## config.mk

```make
export PLATFORM = sky130hd
export DESIGN_NAME = percent_escape_codec_unit_flat
export DESIGN_NICKNAME = d
export VERILOG_FILES = /design/src/pce_pkg.sv /design/src/pce_if.sv /design/src/percent_escape_codec_unit.sv /design/src/pce_codec_core.sv /design/src/pce_serializer.sv /design/src/flat_wrapper.sv
export SDC_FILE = /design/constraint.sdc
export NUM_CORES = 1
export LEC_CHECK = 0
export BUFFER_PORTS_ARGS = -buffer_cell sky130_fd_sc_hd__buf_2
export CORE_MARGIN = 4
export CORE_UTILIZATION = 55
export DETAILED_ROUTE_END_ITERATION = 12
export PLACE_DENSITY = 0.75
export SETUP_SLACK_MARGIN = 0.15
export SYNTH_ARGS = -nofsm -noshare
export SYNTH_HDL_FRONTEND = slang
export SYNTH_HIERARCHICAL = 1
export SYNTH_SLANG_ARGS = --single-unit
```

## constraint.sdc

```tcl
create_clock -name i_clk -period 9.1 [get_ports i_clk]
set_input_delay 0.455 -clock i_clk [delete_from_list [all_inputs] [get_ports i_clk]]
set_output_delay 0.455 -clock i_clk [all_outputs]
set_load 0.01 [all_outputs]
```

## src/pce_pkg.sv

```systemverilog
// Shared types, constants and byte helpers for the percent escape codec.
package pce_pkg;

    typedef logic [7:0] t_byte;

    localparam t_byte PERCENT = 8'h25;
    localparam t_byte SPACE   = 8'h20;
    localparam t_byte CHAR_0  = 8'h30;
    localparam t_byte CHAR_A  = 8'h41;
    localparam t_byte CASE_MASK = 8'hDF;
    localparam t_byte TEN     = 8'd10;

    // Escape tracking in decode mode
    typedef enum logic [2:0] {
        PH_IDLE = 3'b001,
        PH_HIGH = 3'b010,
        PH_LOW  = 3'b100
    } t_phase;

    typedef struct packed {
        t_byte in_byte;
        logic  end_of_run;
    } t_item;

    // Zero to three result bytes caused by one input item, bytes[0] goes out first
    typedef struct packed {
        logic [1:0]      cnt;
        logic [2:0][7:0] bytes;
        logic            last;
        logic            cut;
    } t_group;

    function automatic logic is_alnum(input t_byte b);
        is_alnum = (b >= 8'h30 && b <= 8'h39) || (b >= 8'h41 && b <= 8'h5A) ||
                   (b >= 8'h61 && b <= 8'h7A);
    endfunction

    function automatic logic needs_escape(input t_byte b);
        needs_escape = !is_alnum(b) && (b != SPACE) && (b != 8'h00) && !b[7];
    endfunction

    function automatic t_byte hex_upper(input logic [3:0] nib);
        if (nib < 4'd10) begin
            hex_upper = CHAR_0 + {4'h0, nib};
        end else begin
            hex_upper = CHAR_A + {4'h0, nib} - TEN;
        end
    endfunction

    // No validation: wraps mod 256 for any byte
    function automatic t_byte digit_value(input t_byte ch);
        if (ch >= CHAR_A) begin
            digit_value = (ch & CASE_MASK) - CHAR_A + TEN;
        end else begin
            digit_value = ch - CHAR_0;
        end
    endfunction

endpackage

```

## src/pce_if.sv

```systemverilog
// Handshake channel interfaces: input bytes, result bytes, mode register writes.
interface pce_in_if;
    logic          valid;
    logic          ready;
    pce_pkg::t_byte in_byte;
    logic          end_of_run;
    modport source(output valid, output in_byte, output end_of_run, input ready);
    modport sink(input valid, input in_byte, input end_of_run, output ready);
endinterface

interface pce_out_if;
    logic          valid;
    logic          ready;
    pce_pkg::t_byte out_byte;
    logic          out_last;
    logic          cut_escape;
    modport source(output valid, output out_byte, output out_last, output cut_escape,
                   input ready);
    modport sink(input valid, input out_byte, input out_last, input cut_escape,
                 output ready);
endinterface

interface pce_cfg_if;
    logic valid;
    logic ready;
    logic decode_mode;
    modport source(output valid, output decode_mode, input ready);
    modport sink(input valid, input decode_mode, output ready);
endinterface

```

## src/percent_escape_codec_unit.sv

```systemverilog
// Top level of the percent escape codec: input register, codec logic, result serializer.
// Byte-stream URL percent codec. With decode_mode 0 each byte in 0x01..0x7F that is not a
// letter, digit or space becomes '%' and two upper-case hex digits; other bytes pass.
// With decode_mode 1 a '%' and the two following bytes collapse into one byte (digits
// not checked); a run ending inside an escape gives one zero byte with cut_escape and
// out_last set. Accepted bytes sit in an input register, are converted combinationally
// and the results go out of a result register one byte per cycle while the receiver
// is ready. The input register passes an item on once the result register is empty or
// sends its final byte. The register write is always ready and clears any pending
// escape. The user must make it only while the block is idle; no logic enforces it.
module percent_escape_codec_unit (
    input  logic       i_clk,
    input  logic       i_rst_n,
    pce_in_if.sink     i_in,
    pce_out_if.source  o_out,
    pce_cfg_if.sink    i_cfg
);

    logic            r_item_valid;
    pce_pkg::t_item  r_item;
    pce_pkg::t_group group;
    logic            grp_free;
    logic            item_take;
    logic            cfg_write;

    assign item_take  = r_item_valid && grp_free;
    assign i_in.ready = !r_item_valid || item_take;
    assign i_cfg.ready = 1'b1;
    assign cfg_write  = i_cfg.valid && i_cfg.ready;

    always_ff @(posedge i_clk) begin
        if (!i_rst_n) begin
            r_item_valid <= 1'b0;
        end else if (i_in.ready) begin
            r_item_valid <= i_in.valid;
        end
    end

    always_ff @(posedge i_clk) begin
        if (i_in.valid && i_in.ready) begin
            r_item.in_byte    <= i_in.in_byte;
            r_item.end_of_run <= i_in.end_of_run;
        end
    end

    pce_codec_core u_core (
        .i_clk       (i_clk),
        .i_rst_n     (i_rst_n),
        .i_item      (r_item),
        .i_take      (item_take),
        .i_cfg_write (cfg_write),
        .i_cfg_mode  (i_cfg.decode_mode),
        .o_group     (group)
    );

    // items that produce nothing (escape lead-in, first digit) are simply consumed
    pce_serializer u_ser (
        .i_clk   (i_clk),
        .i_rst_n (i_rst_n),
        .i_load  (item_take && (group.cnt != 2'd0)),
        .i_group (group),
        .o_free  (grp_free),
        .o_out   (o_out)
    );

endmodule

```

## src/pce_codec_core.sv

```systemverilog
// Mode register, escape state and the per-item encode/decode logic.
module pce_codec_core (
    input  logic            i_clk,
    input  logic            i_rst_n,
    input  pce_pkg::t_item  i_item,
    input  logic            i_take,
    input  logic            i_cfg_write,
    input  logic            i_cfg_mode,
    output pce_pkg::t_group o_group
);

    logic             r_mode;
    pce_pkg::t_phase  r_phase, n_phase;
    logic [3:0]       r_high, n_high;
    pce_pkg::t_byte   dval;

    assign dval = pce_pkg::digit_value(i_item.in_byte);

    always_comb begin
        o_group = '0;
        n_phase = r_phase;
        n_high  = r_high;
        if (!r_mode) begin
            if (pce_pkg::needs_escape(i_item.in_byte)) begin
                o_group.cnt      = 2'd3;
                o_group.bytes[0] = pce_pkg::PERCENT;
                o_group.bytes[1] = pce_pkg::hex_upper(i_item.in_byte[7:4]);
                o_group.bytes[2] = pce_pkg::hex_upper(i_item.in_byte[3:0]);
            end else begin
                o_group.cnt      = 2'd1;
                o_group.bytes[0] = i_item.in_byte;
            end
            o_group.last = i_item.end_of_run;
        end else begin
            unique case (r_phase)
                pce_pkg::PH_HIGH: begin
                    n_phase = pce_pkg::PH_IDLE;
                    n_high  = 4'h0;
                    if (i_item.end_of_run) begin
                        // run cut inside the escape
                        o_group.cnt  = 2'd1;
                        o_group.last = 1'b1;
                        o_group.cut  = 1'b1;
                    end else begin
                        n_phase = pce_pkg::PH_LOW;
                        n_high  = dval[3:0];
                    end
                end
                pce_pkg::PH_LOW: begin
                    n_phase          = pce_pkg::PH_IDLE;
                    n_high           = 4'h0;
                    o_group.cnt      = 2'd1;
                    o_group.bytes[0] = {r_high, 4'h0} + dval;
                    o_group.last     = i_item.end_of_run;
                end
                default: begin
                    n_phase = pce_pkg::PH_IDLE;
                    if (i_item.in_byte == pce_pkg::PERCENT) begin
                        if (i_item.end_of_run) begin
                            o_group.cnt  = 2'd1;
                            o_group.last = 1'b1;
                            o_group.cut  = 1'b1;
                        end else begin
                            n_phase = pce_pkg::PH_HIGH;
                        end
                    end else begin
                        o_group.cnt      = 2'd1;
                        o_group.bytes[0] = i_item.in_byte;
                        o_group.last     = i_item.end_of_run;
                    end
                end
            endcase
        end
    end

    always_ff @(posedge i_clk) begin
        if (!i_rst_n) begin
            r_mode  <= 1'b0;
            r_phase <= pce_pkg::PH_IDLE;
            r_high  <= 4'h0;
        end else if (i_cfg_write) begin
            r_mode  <= i_cfg_mode;
            r_phase <= pce_pkg::PH_IDLE;
            r_high  <= 4'h0;
        end else if (i_take) begin
            r_phase <= n_phase;
            r_high  <= n_high;
        end
    end

endmodule

```

## src/pce_serializer.sv

```systemverilog
// Result register: holds one group of result bytes, sends one per ready cycle.
module pce_serializer (
    input  logic               i_clk,
    input  logic               i_rst_n,
    input  logic               i_load,
    input  pce_pkg::t_group    i_group,
    output logic               o_free,
    pce_out_if.source          o_out
);

    logic            r_valid;
    pce_pkg::t_group r_grp;
    logic [1:0]      r_idx;
    logic            final_byte;
    logic            xfer;

    assign final_byte = (r_idx == r_grp.cnt - 2'd1);
    assign xfer       = o_out.valid && o_out.ready;
    assign o_free     = !r_valid || (xfer && final_byte);

    assign o_out.valid      = r_valid;
    assign o_out.out_last   = r_grp.last && final_byte;
    assign o_out.cut_escape = r_grp.cut;

    always_comb begin
        case (r_idx)
            2'd1:    o_out.out_byte = r_grp.bytes[1];
            2'd2:    o_out.out_byte = r_grp.bytes[2];
            default: o_out.out_byte = r_grp.bytes[0];
        endcase
    end

    always_ff @(posedge i_clk) begin
        if (!i_rst_n) begin
            r_valid <= 1'b0;
            r_idx   <= 2'd0;
        end else if (i_load) begin
            r_valid <= 1'b1;
            r_idx   <= 2'd0;
        end else if (xfer) begin
            if (final_byte) begin
                r_valid <= 1'b0;
                r_idx   <= 2'd0;
            end else begin
                r_idx <= r_idx + 2'd1;
            end
        end
    end

    always_ff @(posedge i_clk) begin
        if (i_load) begin
            r_grp <= i_group;
        end
    end

`ifndef NO_ASSERTIONS
    a_idx_in_group: assert property (@(posedge i_clk) disable iff (!i_rst_n)
        r_valid |-> (r_grp.cnt != 2'd0) && (r_idx < r_grp.cnt))
        else $error("result index outside its group");

    a_load_when_free: assert property (@(posedge i_clk) disable iff (!i_rst_n)
        i_load |-> o_free)
        else $error("group loaded over unsent bytes");

    a_cut_shape: assert property (@(posedge i_clk) disable iff (!i_rst_n)
        (r_valid && r_grp.cut) |-> (o_out.out_byte == 8'h00) && o_out.out_last)
        else $error("cut result not a zero last byte");

    a_group_continues: assert property (@(posedge i_clk) disable iff (!i_rst_n)
        (xfer && !final_byte) |=> r_valid && (r_idx == $past(r_idx) + 2'd1))
        else $error("group dropped before its final byte");
`endif

endmodule
```

## src/flat_wrapper.sv

```systemverilog
// flat-port wrapper written by rule: the top's interface ports become plain ports
module percent_escape_codec_unit_flat 
  (i_clk, i_rst_n, i_in_valid, i_in_in_byte, i_in_end_of_run, i_in_ready, o_out_valid, o_out_out_byte, o_out_out_last, o_out_cut_escape, o_out_ready, i_cfg_valid, i_cfg_decode_mode, i_cfg_ready);
  pce_in_if i_in_i ();
  pce_out_if o_out_i ();
  pce_cfg_if i_cfg_i ();
  input  logic i_clk;
  input  logic i_rst_n;
  input wire logic [$bits(i_in_i.valid)-1:0] i_in_valid;
  input wire logic [$bits(i_in_i.in_byte)-1:0] i_in_in_byte;
  input wire logic [$bits(i_in_i.end_of_run)-1:0] i_in_end_of_run;
  output wire logic [$bits(i_in_i.ready)-1:0] i_in_ready;
  output wire logic [$bits(o_out_i.valid)-1:0] o_out_valid;
  output wire logic [$bits(o_out_i.out_byte)-1:0] o_out_out_byte;
  output wire logic [$bits(o_out_i.out_last)-1:0] o_out_out_last;
  output wire logic [$bits(o_out_i.cut_escape)-1:0] o_out_cut_escape;
  input wire logic [$bits(o_out_i.ready)-1:0] o_out_ready;
  input wire logic [$bits(i_cfg_i.valid)-1:0] i_cfg_valid;
  input wire logic [$bits(i_cfg_i.decode_mode)-1:0] i_cfg_decode_mode;
  output wire logic [$bits(i_cfg_i.ready)-1:0] i_cfg_ready;
  assign i_in_i.valid = i_in_valid;
  assign i_in_i.in_byte = i_in_in_byte;
  assign i_in_i.end_of_run = i_in_end_of_run;
  assign i_in_ready = i_in_i.ready;
  assign o_out_valid = o_out_i.valid;
  assign o_out_out_byte = o_out_i.out_byte;
  assign o_out_out_last = o_out_i.out_last;
  assign o_out_cut_escape = o_out_i.cut_escape;
  assign o_out_i.ready = o_out_ready;
  assign i_cfg_i.valid = i_cfg_valid;
  assign i_cfg_i.decode_mode = i_cfg_decode_mode;
  assign i_cfg_ready = i_cfg_i.ready;
  percent_escape_codec_unit u_core (.i_clk(i_clk), .i_rst_n(i_rst_n), .i_in(i_in_i), .o_out(o_out_i), .i_cfg(i_cfg_i));
endmodule
```

; ---- After elaboration in Yosys (flattened, before gate mapping)
; Index checks and enable logic that the tools add are counted.
[op_classes]
bitwise = 2
reduce_logical = 31
addsub = 12
mux = 28
order_cmp = 8
n_eq_ne = 7
[ops]
columns = op, n
row1 = two-way mux 8 bit, 5
row2 = case mux 8 bit (2 select lines), 2
row3 = adder 7 x 4 -> 8 bit (first input constant), 2
row4 = >= comparator 8 x 7 -> 1 bit (second input constant), 2
row5 = <= comparator 8 x 7 -> 1 bit (second input constant), 2
row6 = subtractor 8 x 4 -> 8 bit (second input constant), 2
row7 = adder 6 x 4 -> 7 bit (first input constant), 2
row8 = logical AND 1 bit, 12
row9 = two-way mux 2 bit, 6
row10 = two-way mux 9 bit, 1
row11 = adder 8 x 4 -> 8 bit (second input constant), 1
row12 = adder 8 bit, 1
row13 = equality test 8 x 6 -> 1 bit (second input constant), 1
row14 = >= comparator 8 x 6 -> 1 bit (second input constant), 1
row15 = <= comparator 8 x 6 -> 1 bit (second input constant), 1
row16 = less-than comparator 4 bit (second input constant), 2
row17 = inequality test 8 x 6 -> 1 bit (second input constant), 1
row18 = case mux 4 bit (2 select lines), 1
row19 = nonzero test 2 bit, 4
row20 = nonzero test 8 bit, 1
row21 = subtractor 8 x 6 -> 8 bit (second input constant), 1
row22 = subtractor 8 x 7 -> 8 bit (second input constant), 1
row23 = two-way mux 1 bit, 6
row24 = two-way mux 3 bit, 2
row25 = 17 further kinds, 28
[word_totals]
regBits = 49
out_inout_bits = 13

; ---- Depth between registers and ports, before layout
[logic_depth]
ltp_word = 14
ltp_mapped = 13

; ---- Cells and area by module
; The synthesis kept the hierarchy.
[by_module_without_submodules]
columns = mod, seq_area_each_um2, area_each_um2, cells_per_inst, n_inst
row1 = pce_codec_core, 160.2, 1366.3, 188, 1
row2 = pce_serializer, 900.9, 1193.6, 78, 1
row3 = percent_escape_codec_unit, 290.3, 349.1, 18, 1

; ---- Least setup slack after synthesis
; No wires, ideal clock.
[synth_timing]
path_kind = reg2reg
startpoint = register u_core/r_item[1] (netlist bit)
endpoint = register u_core.u_ser.r_idx[1]
arrival_ns = 3.411
path_slack_ns = 5.561
synth_period_minus_slack_ns = 3.539
n_path_buf = 1
path_stages_with_launch = 13
cell_sequence = edfxtp_1 inv_1 ha_1 or4b_4 a311o_1 o21ai_2 o2111ai_2 buf_4 inv_1 o21a_1 inv_1 nand4_1 o41ai_2
[synth_lines]
columns = element, line_no
row1 = "start, declared", percent_escape_codec_unit.sv:20  ; pce_pkg::t_item r_item;
row2 = "end signal, assigned", pce_serializer.sv:45  ; r_idx <= r_idx + 2'd1;
row3 = "end, declared", pce_serializer.sv:13  ; logic [1:0] r_idx;

==> flow_summary.toml <==
[status]
run_status = "completed"

[power]
power.total_uw = 504.3
power_density_nw_per_um2 = 157.6
peakVddDrop_v = 0.0001019
leakage_uw = 0.001258

[synthesis]
syn_area_per_cell_um2 = 10.24
synthCells = 284
ys_ff_latch = 49
synth_ff_type = "edfxtp_1"
synth_cell_types = 59
async_reset_ff_share_pct = 0
synth_edf_count = 37
synth_seq_area_share_pct = 46.45
yosysWarnings = 6
synth_area_um2 = 2909

[worst_hold_path]
hold_start = "i_in_end_of_run"
worst_hold_path_type = "in2reg"
whs_path_depth = 1
min_to = "u_core/r_item[0]$_DFFE_PP_"

[routing]
drt-met1-wl_um = 2735
dr.pass1.iters = 5
vias = 2168
ant_nets = 0
avgViaCountPerCell = 5.766
drc = 0
drtIter0Drc = 175
wl_met2_um = 2965
drt_wl_total_um = 6023
wl_met3_um = 268
wl_per_cell_um = 16.02
top_layer = "met4"

[clock_network]
cts_tree = "yes"
cts_sinks = 49
hold_buffers = 0
cts_root_buf = "clkbuf_8"
postCtsSetupBuffers = 0
cts.reportedPaths.clkPinSlew_ns = 0.09
cts_buffers = 5
postCtsResizedCells = 0
clockBufferDepth = 2
htreeDepth = 2
clk-insertion-delay-late_ns = 0.30

[placed_design]
dp_hpwl_um = 4512
io_buffers = 26
gp_congestion = 0.9401

[sta]
rsz0062_at_grt = "no"
hold_viol_final = 0
fin_crit_sh_pct = 45.54
period_minus_slack_ns = 4.144
worst_slew_pin_slew_ns = 1.150
clock.fmax_mhz = 241.3
clock_skew_ns = 0.01016
maxSlewViolCount = 0
setup_tns_ns = 0
setup_viol = 0
max_slew_margin_pct = 23.33

[floorplan]
die-area_um2 = 6517
io-pin-count = 28
core-area_um2 = 5107
start_util_pct = 56.96
dieHeight_um = 80.73
fp-row-count = 26
fp.dieW_um = 80.73

[critical_path]
reg2reg_depth = 11
worstPathRequired_ns = 9.28
rr_startpoint = "u_core/r_item[2]$_DFFE_PP_"
critPathMostFrequentCell = "inv_1"
slowest_delay_ns = 0.92
cp-end-kind = "register"
cp.arrival_ns = 4.32
cpMaxStageDelayCell = "o21a_1"
cp-start-kind = "register"
critical_path.cell_chain = "inv_1 > ha_1 > or4b_4 > a311o_1 > o21ai_2 > o2111ai_2 > inv_1 > o21a_1 > inv_1 > nand4_1 > o41ai_2"
crit_type = "reg2reg"
reg2reg_slack_ns = 4.96
reg2reg_to = "u_core/u_ser/r_idx[1]$_SDFFE_PP0P_"
crit_fanout = 30

[layout]
area_growth_pct = 10.02
regArea_um2 = 1351
final_nets = 341
multi_input_area_um2 = 1419
n_fill_cell = 449
drive_gt1_share_pct = 15.36
antennaDiodeCount = 0

[grt]
grt_pass1_wl_um = 10090
gr-total-overflow = 0
antenna_found_initial = 0
grt_start_max_net_pins = 31
grt_pass1_vias = 2069
grt_use_total_pct = 20.31

[flow_run]
maxCapViolCount = 0
==> flip-flops by register name, summed over array words and instances, names as in the netlist <==
name and cells:
u_core/u_ser/o_out.cut_escape 1, u_core/u_core/r_phase 3, u_core/u_core/r_high 4, u_core/r_item_valid 1, u_core/r_item 9, u_core/u_ser/o_out.valid 1
u_core/u_ser/r_idx 2, u_core/u_ser/r_grp 27, u_core/u_core/r_mode 1
==> final cells by class <==
type	count	area share [%]
clock buffers	5	2.150
flip-flops and latches	49	42.22
inverters	20	2.346
repair buffers	26	4.066
clock inverters	3	2.150
multi-input cells	203	44.33
well taps	70	2.737
==> how the worst max path moves through the flow <==
| stage | start | depth (start not counted) | to | slack (ns) |
|---|---|---|---|---|
| floorplan | u_core/r_item[1]$_DFFE_PP_ | 12 | u_core/u_ser/r_idx[1]$_SDFFE_PP0P_ | 5.56 |
| global placement | u_core/r_item[2]$_DFFE_PP_ | 11 | u_core/u_ser/r_idx[1]$_SDFFE_PP0P_ | 5.09 |
| detailed placement | u_core/r_item[1]$_DFFE_PP_ | 11 | u_core/u_ser/r_idx[1]$_SDFFE_PP0P_ | 4.96 |
| CTS | u_core/r_item[1]$_DFFE_PP_ | 11 | u_core/u_ser/r_idx[1]$_SDFFE_PP0P_ | 4.96 |
| global route | u_core/r_item[1]$_DFFE_PP_ | 11 | u_core/u_ser/r_idx[1]$_SDFFE_PP0P_ | 4.65 |
| finish | u_core/r_item[2]$_DFFE_PP_ | 11 | u_core/u_ser/r_idx[1]$_SDFFE_PP0P_ | 4.96 |
==> cell usage after synthesis, drive strengths merged (4+ instances only) <==
master  count  area share (%)
o21ai      22             3.9
nor3        4            0.69
edfxtp     37              38
nor2       19             2.5
ha         20             8.6
a22oi      11             2.8
nand2b     10             2.4
a22o        5             1.5
nor2b       4            0.86
mux2i       4             1.4
clkbuf      7            0.90
dfxtp      12             8.3
a21oi      13             2.4
buf         6             1.4
and2        4            0.95
xnor2      11             3.6
nand2      28             3.6
inv        20             2.6
==> metal layers <==
layer | global-route usage [%] | up-vias
li1 | - | 1066
met1 | 27.03 | 1032
met2 | 34.02 | 65
met3 | 3.587 | 5
met4 | 5.743 | 0
met5 | 0 | -
==> layout by cell type (no fill, tap or decap), types with 4 or more instances in the layout <==
master,n
xnor2_1,10
a22o_1,5
clkbuf_8,5
buf_2,26
edfxtp_1,37
nand2b_1,9
inv_1,19
nand2_1,28
a21oi_1,12
dfxtp_1,12
nor2_1,19
nor3_1,4
o21ai_0,20
mux2i_1,4
nor2b_1,4
ha_1,20
a22oi_1,11
==> metrics by stage <==
step                      worst slack (ns)  cells  hold slack (ns)  area [um2]  util (%)
after global placement               5.089    368           0.4755        3063     59.97
after global routing                 4.647    376           0.3070        3201     62.67
after floorplan                      5.561    285           0.4563        2913         -
after detailed placement             4.963    368           0.4869        3063     59.97
after CTS                            4.956    376           0.3107        3201     62.67
final                                4.956    376           0.3189        3201     62.67
==> cell families after synthesis <==
logic type,share of synthesized area (%)
muxes,1.376
other,0.2582
AOI/OAI and AO/OA,19.23
xor gates and xnor gates,3.570
DFF,46.45
buffers and inverters,4.903
adders and majority gates,9.290
and+or+nand+nor,14.92
==> critical path: cells and delay by family (launching register included) <==
family,cells,cell delay [ns]
AO/OA/AOI/OAI,5,1.96
AND/OR/NAND/NOR,2,0.68
buffers and inverters,3,0.58
flip-flops,1,0.54
adder cells (fa/ha/maj),1,0.25
==> where the power goes <==
part | total [uW] | switching, uW | internal, uW | leakage, uW
clock network | 184 | 73.4 | 111 | 0.0000687
registers | 261 | 9.59 | 252 | 0.000454
logic | 59.0 | 35.9 | 23.1 | 0.000735
total | 504 | 119 | 385 | 0.00126
No activity file was read; power rests on OpenSTA's default activity.
